==> src/assert_macros.svh <==
// Assertion helpers shared by the RTL.
// ASSERT_ALWAYS checks that a property holds on every rising clock edge outside reset.
// ASSERT_NEVER checks that a condition is never true outside reset.
`ifndef ASSERT_MACROS_SVH
`define ASSERT_MACROS_SVH

`ifndef SYNTHESIS

`define ASSERT_ALWAYS(lbl, clk, rst_n, prop) \
    lbl: assert property (@(posedge clk) disable iff (!(rst_n)) (prop)) \
        else $error("assertion failed");

`define ASSERT_NEVER(lbl, clk, rst_n, cond) \
    lbl: assert property (@(posedge clk) disable iff (!(rst_n)) !(cond)) \
        else $error("forbidden condition seen");

`else

`define ASSERT_ALWAYS(lbl, clk, rst_n, prop)

`define ASSERT_NEVER(lbl, clk, rst_n, cond)

`endif

`endif

==> src/mpts_pkg.sv <==
package mpts_pkg;

    localparam int CHANNELS   = 28;
    localparam int IDX_W      = (CHANNELS > 1) ? $clog2(CHANNELS) : 1;
    localparam int MASK_W     = 28;
    localparam int CMD_W      = 2;
    localparam int CH_W       = 5;
    localparam int MODE_W     = 2;
    localparam int TIME_W     = 24;
    localparam int CNT_W      = 32;
    localparam int IN_DATA_W  = 56;
    localparam int OUT_DATA_W = 64;

    typedef enum logic [CMD_W-1:0] {
        CMD_TICK   = 2'd0,
        CMD_MODE   = 2'd1,
        CMD_TIMING = 2'd2
    } t_cmd_code;

    typedef enum logic [MODE_W-1:0] {
        MODE_INPUT  = 2'd0,
        MODE_OUTPUT = 2'd1,
        MODE_PWM    = 2'd2
    } t_mode;

    localparam logic [TIME_W-1:0] PERIOD_RESET = 24'd2000;
    localparam logic [TIME_W-1:0] WIDTH_RESET  = 24'd100;

    typedef enum logic [1:0] {
        ST_IDLE,
        ST_EXEC,
        ST_SCAN,
        ST_POST
    } t_state;

    // controller -> datapath
    typedef struct packed {
        logic load_in;
        logic exec;
        logic scan;
        logic out_load;
    } t_dp_cmd;

    // datapath -> controller
    typedef struct packed {
        logic in_is_tick;
        logic scan_last;
    } t_dp_stat;

endpackage

==> src/mpts_ctrl.sv <==
module mpts_ctrl (
    input  logic               i_clk,
    input  logic               i_rst_n,
    input  logic               i_s_tvalid,
    output logic               o_s_tready,
    output logic               o_m_tvalid,
    input  logic               i_m_tready,
    input  mpts_pkg::t_dp_stat i_stat,
    output mpts_pkg::t_dp_cmd  o_cmd
);

    mpts_pkg::t_state r_state, n_state;
    logic             r_m_tvalid;

    always_ff @(posedge i_clk) begin
        if (!i_rst_n) begin
            r_state    <= mpts_pkg::ST_IDLE;
            r_m_tvalid <= 1'b0;
        end else begin
            r_state <= n_state;
            if (o_cmd.out_load) begin
                r_m_tvalid <= 1'b1;
            end else if (i_m_tready) begin
                r_m_tvalid <= 1'b0;
            end
        end
    end

    always_comb begin
        n_state        = r_state;
        o_cmd          = '0;
        o_s_tready     = 1'b0;
        case (r_state)
            mpts_pkg::ST_IDLE: begin
                o_s_tready = 1'b1;
                if (i_s_tvalid) begin
                    o_cmd.load_in = 1'b1;
                    n_state = i_stat.in_is_tick ? mpts_pkg::ST_SCAN : mpts_pkg::ST_EXEC;
                end
            end
            mpts_pkg::ST_EXEC: begin
                o_cmd.exec = 1'b1;
                n_state    = mpts_pkg::ST_POST;
            end
            mpts_pkg::ST_SCAN: begin
                o_cmd.scan = 1'b1;
                if (i_stat.scan_last) begin
                    n_state = mpts_pkg::ST_POST;
                end
            end
            mpts_pkg::ST_POST: begin
                // wait for the output register to be free
                if (!r_m_tvalid || i_m_tready) begin
                    o_cmd.out_load = 1'b1;
                    n_state        = mpts_pkg::ST_IDLE;
                end
            end
            default: begin
                n_state = mpts_pkg::ST_IDLE;
            end
        endcase
    end

    assign o_m_tvalid = r_m_tvalid;

endmodule

==> config.mk <==
export PLATFORM = sky130hd
export DESIGN_NAME = mpts_ctrl
export DESIGN_NICKNAME = d
export VERILOG_FILES = /design/src/assert_macros.svh /design/src/mpts_pkg.sv /design/src/mpts_ctrl.sv
export SDC_FILE = /design/constraint.sdc
export NUM_CORES = 1
export LEC_CHECK = 0
export ABC_AREA = 1
export BUFFER_PORTS_ARGS = -buffer_cell sky130_fd_sc_hd__buf_2
export CAP_MARGIN = 20
export CELL_PAD_IN_SITES_DETAIL_PLACEMENT = 0
export CELL_PAD_IN_SITES_GLOBAL_PLACEMENT = 2
export CORE_AREA = 2 2 39 41
export DETAILED_ROUTE_END_ITERATION = 16
export DIE_AREA = 0 0 41 43
export PLACE_DENSITY_LB_ADDON = 0.2
export SETUP_SLACK_MARGIN = 0.3
export SYNTH_ARGS = -nofsm -noshare
export SYNTH_HDL_FRONTEND = slang
export SYNTH_SLANG_ARGS = --single-unit
export TNS_END_PERCENT = 50
==> constraint.sdc <==
create_clock -name i_clk -period 1.85 [get_ports i_clk]
set_input_delay 0.185 -clock i_clk [delete_from_list [all_inputs] [get_ports i_clk]]
set_output_delay 0.185 -clock i_clk [all_outputs]
set_load 0.005 [all_outputs]
==> impl_metrics.csv <==
group,metric,value,unit
logic_synthesis,synthMuxAreaShare,0,
clocking,cts_buffers,3,
cells_and_area,final_cells,66,
floorplanning,coreArea,0.00138,mm2
placed_design,routabilityCongestion,0.742,
routing,drt-total-wl,534,um
routing,firstDrtPassIters,2,
worst_setup_path,path_class,"flip-flop to primary output",
floorplanning,dieHeight,43,um
cells_and_area,multiInputGateArea,144,um2
worst_setup_path,critPathArrivalTime,1.12,ns
job,drv_cap,0,
clocking,ctsResizeCount,0,
hold_path,holdPathStages,3,
logic_synthesis,yosys.area_share.simple,0.326,
routing,drc,0,
cells_and_area,fin_nets,61,
logic_synthesis,synthTopCellsByArea,"dfxtp_1 (26%), ha_1 (21%), nand2_1 (18%)",
logic_synthesis,synth_seq_area_share,0.257,
routing,num_vias,254,
pwr,vdd.ir_drop.worst,0.463,mV
logic_synthesis,avgSynthCellArea,6.68,um2
clocking,ctsHoldBuffers,0,
floorplanning,die-area,0.00176,mm2
clocking,cts_tree,"done",
cells_and_area,layout-drive-gt1-share,0.320,
cells_and_area,final_util,0.242,
pwr,combPwrFrac,0.556,
logic_synthesis,netlist_area,234,um2
logic_synthesis,synth_top_area_share,0.257,
pwr,p_sw,0.219,mW
floorplanning,rows,14,
cells_and_area,mostFrequentLayoutCells,"nand2_1 (11), buf_2 (11), inv_1 (8), nor2_1 (4), ha_1 (4)",
clocking,cts.path.max_buffers,2,
floorplanning,die_w,41,um
pwr,power-per-cell-area,1530,mW/mm2
pwr,clock_power_share,0.222,
timing,period_share,0.707,
clocking,cts_setup_buffers,0,
clocking,cts_sinks,3,
pwr,internal-power,0.293,mW
worst_setup_path,critPathMaxFanout,5,
worst_setup_path,startpoint_type,"flip-flop",
timing,tightest_slew,0.146,ns
timing,fmax,0.764,GHz
hold_path,hp-start,"i_rst_n",
timing,drv_slew,0,
global_route,busiest_layer,"met2",
timing,rsz0062_at_grt,"false",
worst_setup_path,reg2reg_to,"r_state[0]",
clocking,htreeDepth,1,
global_route,grt_pass1_vias,241,
floorplanning,initial_core_util,0.169,
logic_synthesis,synthXorXnorAreaFrac,0,
logic_synthesis,synthAdderAreaFrac,0.214,
global_route,antenna_found_initial,0,
routing,wl_per_cell,8.09,um
pwr,p_leak,0.205,nW
timing,final.setup_skew,0.00107,ns
timing,slew_headroom,0.902,
logic_synthesis,synth-seq-cells,3,
placed_design,dp.cells,62,
placed_design,dp_hpwl,440,um
global_route,grt_pass1_wl,828,um
logic_synthesis,synthCells,35,
pwr,power.share.switching,0.428,
cells_and_area,nFillCells,147,
hold_path,worstHoldEndpoint,"r_state[0]",
timing,tns,0,ns
clocking,clk_pin_slew,0.03,ns
placed_design,io_buffer_count,11,
worst_setup_path,r2r_slack,0.68,ns
routing,ant_nets,0,
cells_and_area,ff_latch_area,60.1,um2
global_route,use_met2,0.106,
global_route,gr-usage-all-layers,0.0761,
worst_setup_path,rr_startpoint,"r_state[0]",
logic_synthesis,synth_nets,45,
cells_and_area,area_growth,43.3,%
routing,drtIter0Drc,1,
clocking,cts_root_buffer,"clkbuf_4",
logic_synthesis,yosys.area.top_type,"dfxtp_1",
logic_synthesis,yosys_warnings,0,
timing,hold_violations,0,
cells_and_area,diodes,0,
worst_setup_path,required,1.66,ns
timing,finalCriticalPeriod,1.31,ns
logic_synthesis,ys_types,9,
outcome,status,"finished, final reports clean",
logic_synthesis,synth_top_family_by_area,"simple AND/OR/NAND/NOR gates",
logic_synthesis,synth_compound_area_frac,0.0749,
worst_setup_path,r2r_cells,6,
global_route,grt_start_max_net_pins,6,
hold_path,hp-class,"primary input to flip-flop",
worst_setup_path,end_kind,"primary output",
global_route,grt_util_met3,0.0628,
pwr,p_seq_frac,0.222,
clocking,clock_latency,0.23,ns
global_route,grt_util_met1,0.0669,
timing,setup_viol,0,
global_route,overflow,0,
floorplanning,io_pins,12,
routing,vias_per_cell,3.85,
worst max path at each step:
stage | start | slack (ns) | endpoint | depth (start not counted)
floorplan | r_state[0] | 0.78 | r_state[0] | 6
CTS | r_state[0] | 0.51 | o_cmd[3] | 5
global placement | r_state[1] | 0.69 | r_state[1] | 6
global route | r_state[0] | 0.43 | o_cmd[3] | 5
detailed placement | r_state[0] | 0.67 | r_state[0] | 6
finish | r_state[0] | 0.54 | o_cmd[3] | 5
worst max-delay path, cell delays in order (launching register included):
cell and delay (ns):
dfxtp_1 0.35, inv_1 0.08, ha_1 0.25, nand2_1 0.07, inv_1 0.03, buf_2 0.11
area by class of cell:
type / count / share of cell area
clock buffers: 4 / 0.0784
inverters: 8 / 0.0896
flip-flops and latches: 3 / 0.179
repair buffers: 11 / 0.164
well taps: 16 / 0.0597
multi-input cells: 24 / 0.429
routing by layer:
| metal | vias up | part of all wire |
|---|---|---|
| met5 | - | 0 |
| met4 | 0 | 0.022 |
| met3 | 2 | 0.11 |
| met2 | 9 | 0.47 |
| met1 | 110 | 0.39 |
| li1 | 133 | - |
sequential cells by signal, summed over array words and instances, names as in the netlist:
| name | cells |
|---|---|
| r_state | 2 |
| o_m_tvalid | 1 |
cell usage after synthesis (all sizes together):
master / number
nand3: 2
nand2: 11
nor2: 4
a21boi: 1
o21ai: 1
inv: 8
a21oi: 1
dfxtp: 3
ha: 4
power by group through the flow:
stage | clock network (mW) | registers (mW) | logic [mW]
global placement | 0 | 0.113 | 0.294
finish | 0.114 | 0.114 | 0.285
floorplan | 0 | 0.110 | 0.198
detailed placement | 0 | 0.115 | 0.291
global route | 0.127 | 0.117 | 0.339
CTS | 0.121 | 0.115 | 0.292
kinds of logic after synthesis:
logic type,count (synthesis)
buffers and inverters,8
DFF,3
adders and majority gates,4
and+or+nand+nor,17
AOI/OAI and AO/OA,3
through the flow:
step	power, mW	hold slack (ns)	setup WS (ns)	cell area (um2)
2_1_floorplan	0.308	0.305	0.782	234
3_3_place_gp	0.407	0.441	0.695	309
3_5_place_dp	0.406	0.445	0.672	309
4_1_cts	0.528	0.194	0.513	335
5_1_grt	0.583	0.220	0.426	335
6_report	0.513	0.204	0.542	335
No activity file was read; power rests on OpenSTA's default activity.
